## src/hdl/handle_table_allocator_unit_assert.svh

```systemverilog
// Assertion macros of the handle table allocator, used by hta_ctrl.
`ifndef HANDLE_TABLE_ALLOCATOR_UNIT_ASSERT_SVH
`define HANDLE_TABLE_ALLOCATOR_UNIT_ASSERT_SVH

// Same-cycle implication, checked on every rising edge outside reset.
`define HTA_ASSERT_NOW(label, ante, cons) \
  label: assert property (@(posedge clk) disable iff (!rst_n) (ante) |-> (cons)) \
    else $error("hta assertion failed");

// Next-cycle implication, checked on every rising edge outside reset.
`define HTA_ASSERT_NEXT(label, ante, cons) \
  label: assert property (@(posedge clk) disable iff (!rst_n) (ante) |=> (cons)) \
    else $error("hta assertion failed");

`endif

```

## src/hdl/hta_pkg.sv

```systemverilog
// Types, codes and constants of the handle table allocator.
package hta_pkg;

  localparam int TABLE_DEPTH_DEF = 64;
  localparam int CMD_W           = 2;
  localparam int OBJ_W           = 32;
  localparam int HND_W           = 8;
  localparam int STATUS_W        = 2;
  localparam int HOUT_W          = 6;
  localparam int LIMIT_W         = 7;
  localparam int CFG_DATA_W      = 32;
  localparam int CFG_ADDR_W      = 2;

  localparam logic [LIMIT_W-1:0] LIMIT_RESET = LIMIT_W'(64);

  localparam logic [CMD_W-1:0] CMD_CREATE = 2'd0;
  localparam logic [CMD_W-1:0] CMD_LOOKUP = 2'd1;
  localparam logic [CMD_W-1:0] CMD_DELETE = 2'd2;

  localparam logic [STATUS_W-1:0] STATUS_OK       = 2'd0;
  localparam logic [STATUS_W-1:0] STATUS_INVALID  = 2'd1;
  localparam logic [STATUS_W-1:0] STATUS_NO_ENTRY = 2'd2;
  localparam logic [STATUS_W-1:0] STATUS_FULL     = 2'd3;

  typedef struct packed {
    logic [CMD_W-1:0] cmd;
    logic [OBJ_W-1:0] object_value;
    logic [HND_W-1:0] handle_index;
  } in_t;

  typedef struct packed {
    logic [STATUS_W-1:0] status;
    logic [HOUT_W-1:0]   handle_out;
    logic [OBJ_W-1:0]    object_out;
  } out_t;

  // Controller to datapath commands.
  typedef struct packed {
    logic capture;
    logic exec;
    logic respond;
  } ctl_t;

endpackage

```

## src/hdl/hta_ram.sv

```systemverilog
// Generic single-write, single-read RAM with registered read data.
module hta_ram #(
  parameter int WIDTH = 32,
  parameter int DEPTH = 64
) (
  input  logic                     clk,
  input  logic                     we,
  input  logic [$clog2(DEPTH)-1:0] waddr,
  input  logic [WIDTH-1:0]         wdata,
  input  logic                     re,
  input  logic [$clog2(DEPTH)-1:0] raddr,
  output logic [WIDTH-1:0]         rdata
);

  logic [WIDTH-1:0] mem [DEPTH];
  logic [WIDTH-1:0] rdata_r;

  always_ff @(posedge clk) begin
    if (we) begin
      mem[waddr] <= wdata;
    end
    if (re) begin
      rdata_r <= mem[raddr];
    end
  end

  assign rdata = rdata_r;

endmodule

```

## src/hdl/hta_ctrl.sv

```systemverilog
// Transaction sequencer of the handle table allocator.
`include "handle_table_allocator_unit_assert.svh"

module hta_ctrl (
  input  logic          clk,
  input  logic          rst_n,
  input  logic          start,
  output logic          busy,
  output hta_pkg::ctl_t ctl
);
  import hta_pkg::*;

  typedef enum logic [2:0] {
    ST_IDLE = 3'b001,
    ST_EXEC = 3'b010,
    ST_RESP = 3'b100
  } state_t;

  state_t state_r, state_nxt;
  logic   take;

  assign busy = (state_r == ST_EXEC);
  assign take = start && !busy;

  always_comb begin
    state_nxt = state_r;
    unique case (state_r)
      ST_IDLE: state_nxt = take ? ST_EXEC : ST_IDLE;
      ST_EXEC: state_nxt = ST_RESP;
      // a new transaction may start while the result is on the ports
      ST_RESP: state_nxt = take ? ST_EXEC : ST_IDLE;
      default: state_nxt = ST_IDLE;
    endcase
  end

  always_ff @(posedge clk) begin
    if (!rst_n) begin
      state_r <= ST_IDLE;
    end else begin
      state_r <= state_nxt;
    end
  end

  assign ctl.capture = take;
  assign ctl.exec    = (state_r == ST_EXEC);
  assign ctl.respond = (state_r == ST_RESP);

  `HTA_ASSERT_NEXT(a_take_then_exec, take, ctl.exec)
  `HTA_ASSERT_NEXT(a_exec_then_resp, ctl.exec, ctl.respond && !busy)
  `HTA_ASSERT_NOW(a_resp_after_exec, ctl.respond, $past(ctl.exec))
  `HTA_ASSERT_NOW(a_state_onehot, 1'b1, $onehot(state_r))

endmodule

```

## src/hdl/hta_dp.sv

```systemverilog
// Datapath: valid bits, free-slot search, object store and result registers.
module hta_dp #(
  parameter int TABLE_DEPTH = hta_pkg::TABLE_DEPTH_DEF
) (
  input  logic                        clk,
  input  logic                        rst_n,
  input  hta_pkg::ctl_t               ctl,
  input  hta_pkg::in_t                in_data,
  input  logic [hta_pkg::LIMIT_W-1:0] table_limit,
  output hta_pkg::out_t               out_data
);
  import hta_pkg::*;

  localparam int AW    = $clog2(TABLE_DEPTH);
  localparam int LIM_W = $clog2(TABLE_DEPTH + 1);
  localparam int CW    = (LIM_W > HND_W) ? LIM_W : HND_W;
  localparam logic [CW-1:0] DEPTH_C = CW'(TABLE_DEPTH);

  in_t                  req_r;
  logic [TABLE_DEPTH-1:0] valid_r, valid_nxt;
  logic [STATUS_W-1:0]  status_r, status_nxt;
  logic [HOUT_W-1:0]    hout_r, hout_nxt;
  logic                 hit_r, hit_nxt;

  logic [CW-1:0]        lim_ext, lim, hnd_ext;
  logic                 in_rng;
  logic [AW-1:0]        haddr;
  logic [TABLE_DEPTH-1:0] free;
  logic                 found;
  logic [AW-1:0]        slot;
  logic                 ram_we, ram_re;
  logic [OBJ_W-1:0]     ram_rdata;

  always_ff @(posedge clk) begin
    if (ctl.capture) begin
      req_r <= in_data;
    end
  end

  // active limit saturates at the table depth
  assign lim_ext = CW'(table_limit);
  assign lim     = (lim_ext > DEPTH_C) ? DEPTH_C : lim_ext;
  assign hnd_ext = CW'(req_r.handle_index);
  assign in_rng  = hnd_ext < lim;
  assign haddr   = hnd_ext[AW-1:0];

  always_comb begin
    for (int i = 0; i < TABLE_DEPTH; i++) begin
      free[i] = !valid_r[i] && (CW'(i) < lim);
    end
  end

  // lowest free slot: scan downwards so the lowest hit is kept
  always_comb begin
    found = 1'b0;
    slot  = '0;
    for (int i = TABLE_DEPTH - 1; i >= 0; i--) begin
      if (free[i]) begin
        found = 1'b1;
        slot  = AW'(i);
      end
    end
  end

  always_comb begin
    valid_nxt  = valid_r;
    status_nxt = status_r;
    hout_nxt   = hout_r;
    hit_nxt    = hit_r;
    ram_we     = 1'b0;
    ram_re     = 1'b0;
    if (ctl.exec) begin
      status_nxt = STATUS_OK;
      hout_nxt   = '0;
      hit_nxt    = 1'b0;
      case (req_r.cmd)
        CMD_CREATE: begin
          if (req_r.object_value == '0) begin
            status_nxt = STATUS_INVALID;
          end else if (found) begin
            ram_we          = 1'b1;
            valid_nxt[slot] = 1'b1;
            hout_nxt        = HOUT_W'(slot);
          end else begin
            status_nxt = STATUS_FULL;
          end
        end
        CMD_LOOKUP: begin
          if (!in_rng) begin
            status_nxt = STATUS_INVALID;
          end else if (!valid_r[haddr]) begin
            status_nxt = STATUS_NO_ENTRY;
          end else begin
            ram_re  = 1'b1;
            hit_nxt = 1'b1;
          end
        end
        CMD_DELETE: begin
          if (in_rng) begin
            valid_nxt[haddr] = 1'b0;
          end
        end
        default: status_nxt = STATUS_INVALID;
      endcase
    end
  end

  always_ff @(posedge clk) begin
    if (!rst_n) begin
      valid_r <= '0;
    end else begin
      valid_r <= valid_nxt;
    end
  end

  always_ff @(posedge clk) begin
    status_r <= status_nxt;
    hout_r   <= hout_nxt;
    hit_r    <= hit_nxt;
  end

  hta_ram #(
    .WIDTH (OBJ_W),
    .DEPTH (TABLE_DEPTH)
  ) u_obj_ram (
    .clk   (clk),
    .we    (ram_we),
    .waddr (slot),
    .wdata (req_r.object_value),
    .re    (ram_re),
    .raddr (haddr),
    .rdata (ram_rdata)
  );

  assign out_data.status     = status_r;
  assign out_data.handle_out = hout_r;
  assign out_data.object_out = hit_r ? ram_rdata : '0;

endmodule

```

## src/hdl/handle_table_allocator_unit.sv

```systemverilog
// Top level of the handle table allocator: configuration register and wiring.
//
// Handle table with TABLE_DEPTH slots. A transaction is taken when start is high and busy is
// low; its result appears on out_data with out_valid high for exactly one cycle, in the result
// state that follows the execute state, and the receiver cannot stall it. Each transaction
// passes through an execute state, in which the valid-bit priority encoder picks the lowest
// free slot and the object memory does its single read or write, then the result state,
// during which the next start is already taken. Slot occupancy is held in valid bits cleared
// at reset, so the block is ready straight out of reset with no clearing pass. table_limit
// (APB address 0, reset 64) may be changed only while the block is idle.
module handle_table_allocator_unit #(
  parameter int TABLE_DEPTH = hta_pkg::TABLE_DEPTH_DEF
) (
  input  logic                           clk,
  input  logic                           rst_n,
  input  logic                           start,
  output logic                           busy,
  input  hta_pkg::in_t                   in_data,
  output logic                           out_valid,
  output hta_pkg::out_t                  out_data,
  input  logic                           psel,
  input  logic                           penable,
  input  logic                           pwrite,
  input  logic [hta_pkg::CFG_ADDR_W-1:0] paddr,
  input  logic [hta_pkg::CFG_DATA_W-1:0] pwdata,
  output logic [hta_pkg::CFG_DATA_W-1:0] prdata,
  output logic                           pready
);
  import hta_pkg::*;

  ctl_t               ctl;
  logic [LIMIT_W-1:0] limit_r;
  logic               cfg_wr;

  // single word register; the byte offset within it is ignored
  assign pready = 1'b1;
  assign cfg_wr = psel && penable && pwrite && pready && (paddr == paddr);
  assign prdata = CFG_DATA_W'(limit_r);

  always_ff @(posedge clk) begin
    if (!rst_n) begin
      limit_r <= LIMIT_RESET;
    end else if (cfg_wr) begin
      limit_r <= pwdata[LIMIT_W-1:0];
    end
  end

  hta_ctrl u_ctrl (
    .clk   (clk),
    .rst_n (rst_n),
    .start (start),
    .busy  (busy),
    .ctl   (ctl)
  );

  hta_dp #(
    .TABLE_DEPTH (TABLE_DEPTH)
  ) u_dp (
    .clk         (clk),
    .rst_n       (rst_n),
    .ctl         (ctl),
    .in_data     (in_data),
    .table_limit (limit_r),
    .out_data    (out_data)
  );

  assign out_valid = ctl.respond;

endmodule
```

## config.mk

```make
export PLATFORM = sky130hd
export DESIGN_NAME = handle_table_allocator_unit
export DESIGN_NICKNAME = d
export VERILOG_FILES = /design/src/hdl/hta_pkg.sv /design/src/hdl/hta_ram.sv /design/src/hdl/hta_ctrl.sv /design/src/hdl/hta_dp.sv /design/src/hdl/handle_table_allocator_unit.sv
export VERILOG_INCLUDE_DIRS = /design/src /design/src/hdl
export SDC_FILE = /design/constraint.sdc
export NUM_CORES = 2
export LEC_CHECK = 0
export ABC_AREA = 1
export ABC_CLOCK_PERIOD_IN_PS = 10690
export BUFFER_PORTS_ARGS = -buffer_cell sky130_fd_sc_hd__buf_2
export CAP_MARGIN = 30
export CORE_UTILIZATION = 50
export CTS_BUF_LIST = sky130_fd_sc_hd__clkbuf_4
export DETAILED_ROUTE_END_ITERATION = 10
export PLACE_DENSITY_LB_ADDON = 0.3
export SYNTH_ARGS = -nofsm -noshare
export SYNTH_HDL_FRONTEND = slang
export SYNTH_HIERARCHICAL = 1
export SYNTH_SLANG_ARGS = --single-unit
```

## constraint.sdc

```tcl
create_clock -name clk -period 10.69 [get_ports clk]
set_input_delay 2.6725 -clock clk [delete_from_list [all_inputs] [get_ports clk]]
set_output_delay 2.6725 -clock clk [all_outputs]
set_load 0.005 [all_outputs]
```

# Word level (Yosys, flattened, before mapping)
# Memories as Yosys holds them, arrays and structs flattened. A register that Yosys moved wholly into a read port is not among the register bits.
# Index checks and enable logic that the tools add are counted.
# classes
div_mod_pow,0
order_cmp,70
addsub,0
n_reduce_logical,140
multipliers,0
mux,157
shifts,0
n_eq_ne,8
n_bitwise,5
# ops
operator,n
2-to-1 mux 6 bit,64
less-than comparator 6 x 8 -> 1 bit (first input constant),32
2-to-1 mux 64 bit,3
less-than comparator 5 x 8 -> 1 bit (first input constant),16
case mux 64 bit (2 select lines),1
2-to-1 mux 1 bit,77
logical AND 1 bit,69
zero test 1 bit,65
bitwise AND 64 bit,1
less-than comparator 4 x 8 -> 1 bit (first input constant),8
NOT 64 bit,1
bitwise OR 64 bit,1
zero test 32 bit,1
less-than comparator 3 x 8 -> 1 bit (first input constant),4
2-to-1 mux 32 bit,1
less-than comparator 1 x 8 -> 1 bit (first input constant),2
less-than comparator 2 x 8 -> 1 bit (first input constant),2
less-than comparator 6 x 7 -> 1 bit (second input constant),2
demux 1 bit (select 6 bit),2
greater-or-equal comparator 6 x 1 -> 1 bit (second input constant),2
2-to-1 mux 2 bit,5
less-than comparator 8 bit,1
> comparator 7 bit (second input constant),1
2-to-1 mux 7 bit,1
other kinds (16),18
# word_totals
romBits,0
output_inout_bits,75
latch_bits,0
regBits,125
mem_count,1
in_bits,82
wordCells,390
ram_bits,2048
# mem_list
name,words,width,read_ports,rd_clocked_by_memory_dff,write_ports,line_no,text
u_dp.u_obj_ram.mem,64,32,1,1,1,hta_ram.sv:15,logic [WIDTH-1:0] mem [DEPTH];

# Logic depth before layout (Yosys ltp)
# depth
depth_word,76
mapped_depth,74
mapped_depth_nobuf,73

# By module
# Netlist, hierarchy kept.
# modules_own_cells
mod,seq_area_each_um2,instances,area_per_inst_um2,cells_each
hta_ram,62459.9,1,83058.4,6769
hta_dp,2812.7,1,7926.4,1217
handle_table_allocator_unit,140.1,1,491.7,70
hta_ctrl,60.1,1,146.4,21

# Least setup slack after synthesis
# Ideal clock, no wire load.
# synth_timing
path_type,reg2reg
from,register limit_r[3]
to,memory u_dp.u_obj_ram.mem[49][0] (enable)
path_slack_ps,2585
period_less_slack_ps,8105
setup_ps,502
n_path_buf,2
t_required_ps,10188
arrival_ps,7603
path_stages_with_launch,71
cell_sequence,dfxtp_1 -> buf_2 -> nor2_1 -> nand3_1 -> nand2_1 -> inv_2 -> nor2_4 -> nor2_2 -> nand2_1 -> o211ai_1 -> nand2_1 -> nand2_1 -> nand2_1 -> nand2_1 -> nand2_1 -> nand2_1 -> nand2_1 -> nand2_1 -> [... 35 more ...] -> nand2_1 -> nand2_1 -> nand2_1 -> nand2_1 -> nand2_1 -> nand2_1 -> nand2_1 -> nand2_1 -> nand2_1 -> nand2_1 -> nand2_1 -> nand2_2 -> nand2_8 -> nand2_8 -> inv_2 -> clkbuf_1 -> inv_1 -> nor4_1
# synth_via
elab_cells_between_ends,264
classes_between,order compare: 65; mux: 135; reduce/logical: 64
# synth_lines
element,line_no,text
start: declaration,handle_table_allocator_unit.sv:32,logic [LIMIT_W-1:0] limit_r;
start signal: assignment,handle_table_allocator_unit.sv:44,limit_r <= pwdata[LIMIT_W-1:0];
> comparator 7 bit,hta_dp.sv:42,assign lim = (lim_ext > DEPTH_C) ? DEPTH_C : lim_ext;
2-to-1 mux 7 bit *,hta_dp.sv:42,
less-than comparator 6 x 8 -> 1 bit,hta_dp.sv:49,free[i] = !valid_r[i] && (CW'(i) < lim);
logical AND 1 bit,hta_dp.sv:49,
2-to-1 mux 6 bit (63 in a row),hta_dp.sv:58,if (free[i]) begin
2-to-1 mux 6 bit *,hta_dp.sv:58,
via u_dp.slot[0],hta_dp.sv:30,logic [AW-1:0] slot;
end: declaration,hta_ram.sv:15,
# Mark *: on every way through the listed nets, which the timed path passes. The rest lies on a longest branch.

# Worst setup path after layout
# layout_timing
from,register limit_r[2]
to,memory u_dp.u_obj_ram.mem[46][5] (enable)
# The elaborated chain is that of the path after synthesis.

==> out/metrics.yaml <==
worst-path-buf-inv: 6
post-cts-setup-buffers: 0
die_w_um: 430
ys_ff_latch: 2205
pin_count: 157
period_needed_ns: 7.33
synth.largest_area_cell: "edfxtp_1"
hold_buffers: 0
crit_family: "simple AND/OR/NAND/NOR gates"
ys_seq_area_frac: 0.715
path_clk_slew_ns: 0.07
synth_top_flop_cell: "edfxtp_1"
setup_tns_ns: 0
power_density_nw_per_um2: 173
r2r_slack_ns: 3.36
rsz0062_at_grt: "false"
status: "complete, but fails checks"
area.sequential_um2: 65500
cts_made_buffers: 572
min_path_cells: 2
max-vdd-ir-drop_v: 0.000137
first_iter_violations: 8876
maxCapViolCount: 0
tightest_slew_ns: 1.60
place_congestion: 0.891
cp_common_cell: "nand2_1"
initial_core_util: 0.505
yosys-top-cells-count: "nand2_1 (2529), edfxtp_1 (2131), nand3_1 (1924)"
crit_path_top_delay_cell: "nor2_4"
cp-end-kind: "register"
postCtsResizedCells: 0
min_from: "u_dp/valid_r[38]"
r2r_cells: 72
track_usage: 0.277
io_buffers: 103
dr.pass1.iters: 9
hold_path.class: "register to register"
met1_usage: 0.386
whs_ns: 0.492
cts_tree: "built"
grt_start_max_net_pins: 212
p_comb_frac: 0.068
drive_gt1_frac: 0.143
synth_edf_count: 2131
rr_startpoint: "limit_r[2]"
fin_skew_ns: 0.111
critPathMaxFanout: 32
power.leakage_nw: 37.4
maxSlewViolCount: 59
clockPowerShare: 0.395
gr-total-overflow: 0
setup_viol: 0
cpPeakStageDelay_ns: 0.58
holdPathEnd: "u_dp/valid_r[38]"
min_period_over_period: 0.685
die_area_um2: 185000
start_kind: "register"
finalHoldViolations: 0
core_area_um2: 181000
area_growth_pct: 11.7
grt_pass1_vias: 61799
final_antenna_net_count: 0
violations: "slew limit"
grt_pass1_wl_um: 383000
synth_top_area_frac: 0.698
synth_warnings: 6
switchingPower_mw: 4.22
worst-setup-path-type: "register to register"
drt_wl_total_um: 261000
yosysMostFrequentCell: "nand2_1"
grt_use_met3: 0.0768
multi_input_area_um2: 23200
avgSynthCellArea_um2: 11.3
swShare: 0.238
slew_headroom: -0.0689
clk_latency_ns: 1.40
htreeDepth: 6
worstPathRequired_ns: 11.67
cts_buffer_depth: 4
hpwl_um: 143000
vias: 65423
r2r-end: "u_dp/u_obj_ram/mem[46][5]"
antenna_found_initial: 18
via_per_inst: 5.86
intPower_mw: 13.5
clock_sinks: 2205
arrival_ns: 8.31
fmax_mhz: 137
fp.dieH_um: 430
yosys.cell_types.count: 48
synth_area_leaders: "edfxtp_1 (70%), nand3_1 (11%), nand2_1 (10%)"
rows: 156
grt-busiest-layer: "met2"
fill_cells: 14594
p_seq_frac: 0.537
drc_errors: 0
synth_cells: 8077
async_flop_share: 0
fin_nets: 8537
clock-root-buffer: "clkbuf_4"
avgRoutedWirePerCell_um: 23.4
syn_area_um2: 91600
met2_usage: 0.406
==> kinds of logic (layout without fill, tap and decap cells) <==
group,Yosys count,in the layout,synth area share
AOI/OAI and AO/OA,271,271,0.0171
adders and majority gates,6,6,0.000819
buffers and inverters,754,1433,0.0387
DFF,2205,2205,0.715
other,2,37,0.0000820
and+or+nand+nor,4839,4839,0.229
==> cell usage in the layout, fill, tap and decap left out, types with 58 or more instances in the layout <==
cell,instances
a21oi_1,93
nor2_1,211
o21ai_0,86
edfxtp_1,2131
nand3_1,1924
buf_2,104
nor2_4,58
dfxtp_1,74
inv_1,219
nand2_1,2529
clkbuf_4,823
buf_4,116
==> tightest hold or removal path, delay by kind of cell (launching register included) <==
kind | cells | cell delay [ns]
AND/OR/NAND/NOR | 1 | 0.07
flip-flops | 1 | 0.33
AO/OA/AOI/OAI | 1 | 0.05
==> sequential cells by signal, summed over array words and instances, names as in the netlist <==
| name | flops |
|---|---|
| u_dp/u_obj_ram/mem | 2048 |
| u_dp/hit_r | 1 |
| u_dp/hnd_ext | 8 |
| u_dp/u_obj_ram/rdata | 32 |
| u_dp/valid_r | 64 |
| u_dp/hout_r | 6 |
| u_dp/req_r | 34 |
| u_dp/status_r | 2 |
| limit_r | 7 |
| u_ctrl/state_r | 3 |
==> how the worst max path moves through the flow <==
stage               startpoint                          to  slack, ns  depth (start not counted)
floorplan           limit_r[3]   u_dp/u_obj_ram/mem[49][0]       2.58                         70
global placement    limit_r[2]  u_dp/u_obj_ram/mem[44][11]       3.24                         71
detailed placement  limit_r[2]   u_dp/u_obj_ram/mem[46][7]       3.48                         72
CTS                 limit_r[2]   u_dp/u_obj_ram/mem[46][5]       3.38                         72
global route        limit_r[2]   u_dp/u_obj_ram/mem[46][5]       2.42                         72
finish              limit_r[2]   u_dp/u_obj_ram/mem[46][5]       3.36                         72
==> layout make-up <==
cell class                      count  share of cell area
Sequential cell                  2205               0.640
Multi-Input combinational cell   5142               0.226
Clock buffer                      823              0.0604
Timing Repair Buffer              290              0.0298
Tap cell                         2370              0.0290
Inverter                          238             0.00908
Clock inverter                     82             0.00546
Antenna cell                       11            0.000269
==> per-layer routing <==
metal / part of all wire / vias up
li1: - / 29459
met1: 0.39 / 31552
met2: 0.45 / 3895
met3: 0.12 / 511
met4: 0.037 / 6
met5: 0.00018 / -
==> power by group through the flow <==
stage                     clock network, mW  registers, mW  logic [mW]
after detailed placement                  0           9.69        1.16
after CTS                              7.11           9.50        1.17
after floorplan                           0           9.76       0.660
final                                  6.98           9.51        1.20
after global routing                   7.55           9.50        1.28
after global placement                    0           9.69        1.13
==> stage by stage <==
step	util	instance area, um^2	power (mW)	std cells	worst slack [ns]
2_1_floorplan	-	91700	10.4	8101	2.58
3_3_place_gp	0.519	94000	10.8	10179	3.24
3_5_place_dp	0.526	95400	10.9	10237	3.48
4_1_cts	0.563	102000	17.8	11142	3.38
5_1_grt	0.564	102000	18.3	11152	2.42
6_report	0.565	102000	17.7	11161	3.36
(Power assumes the default switching activity.)
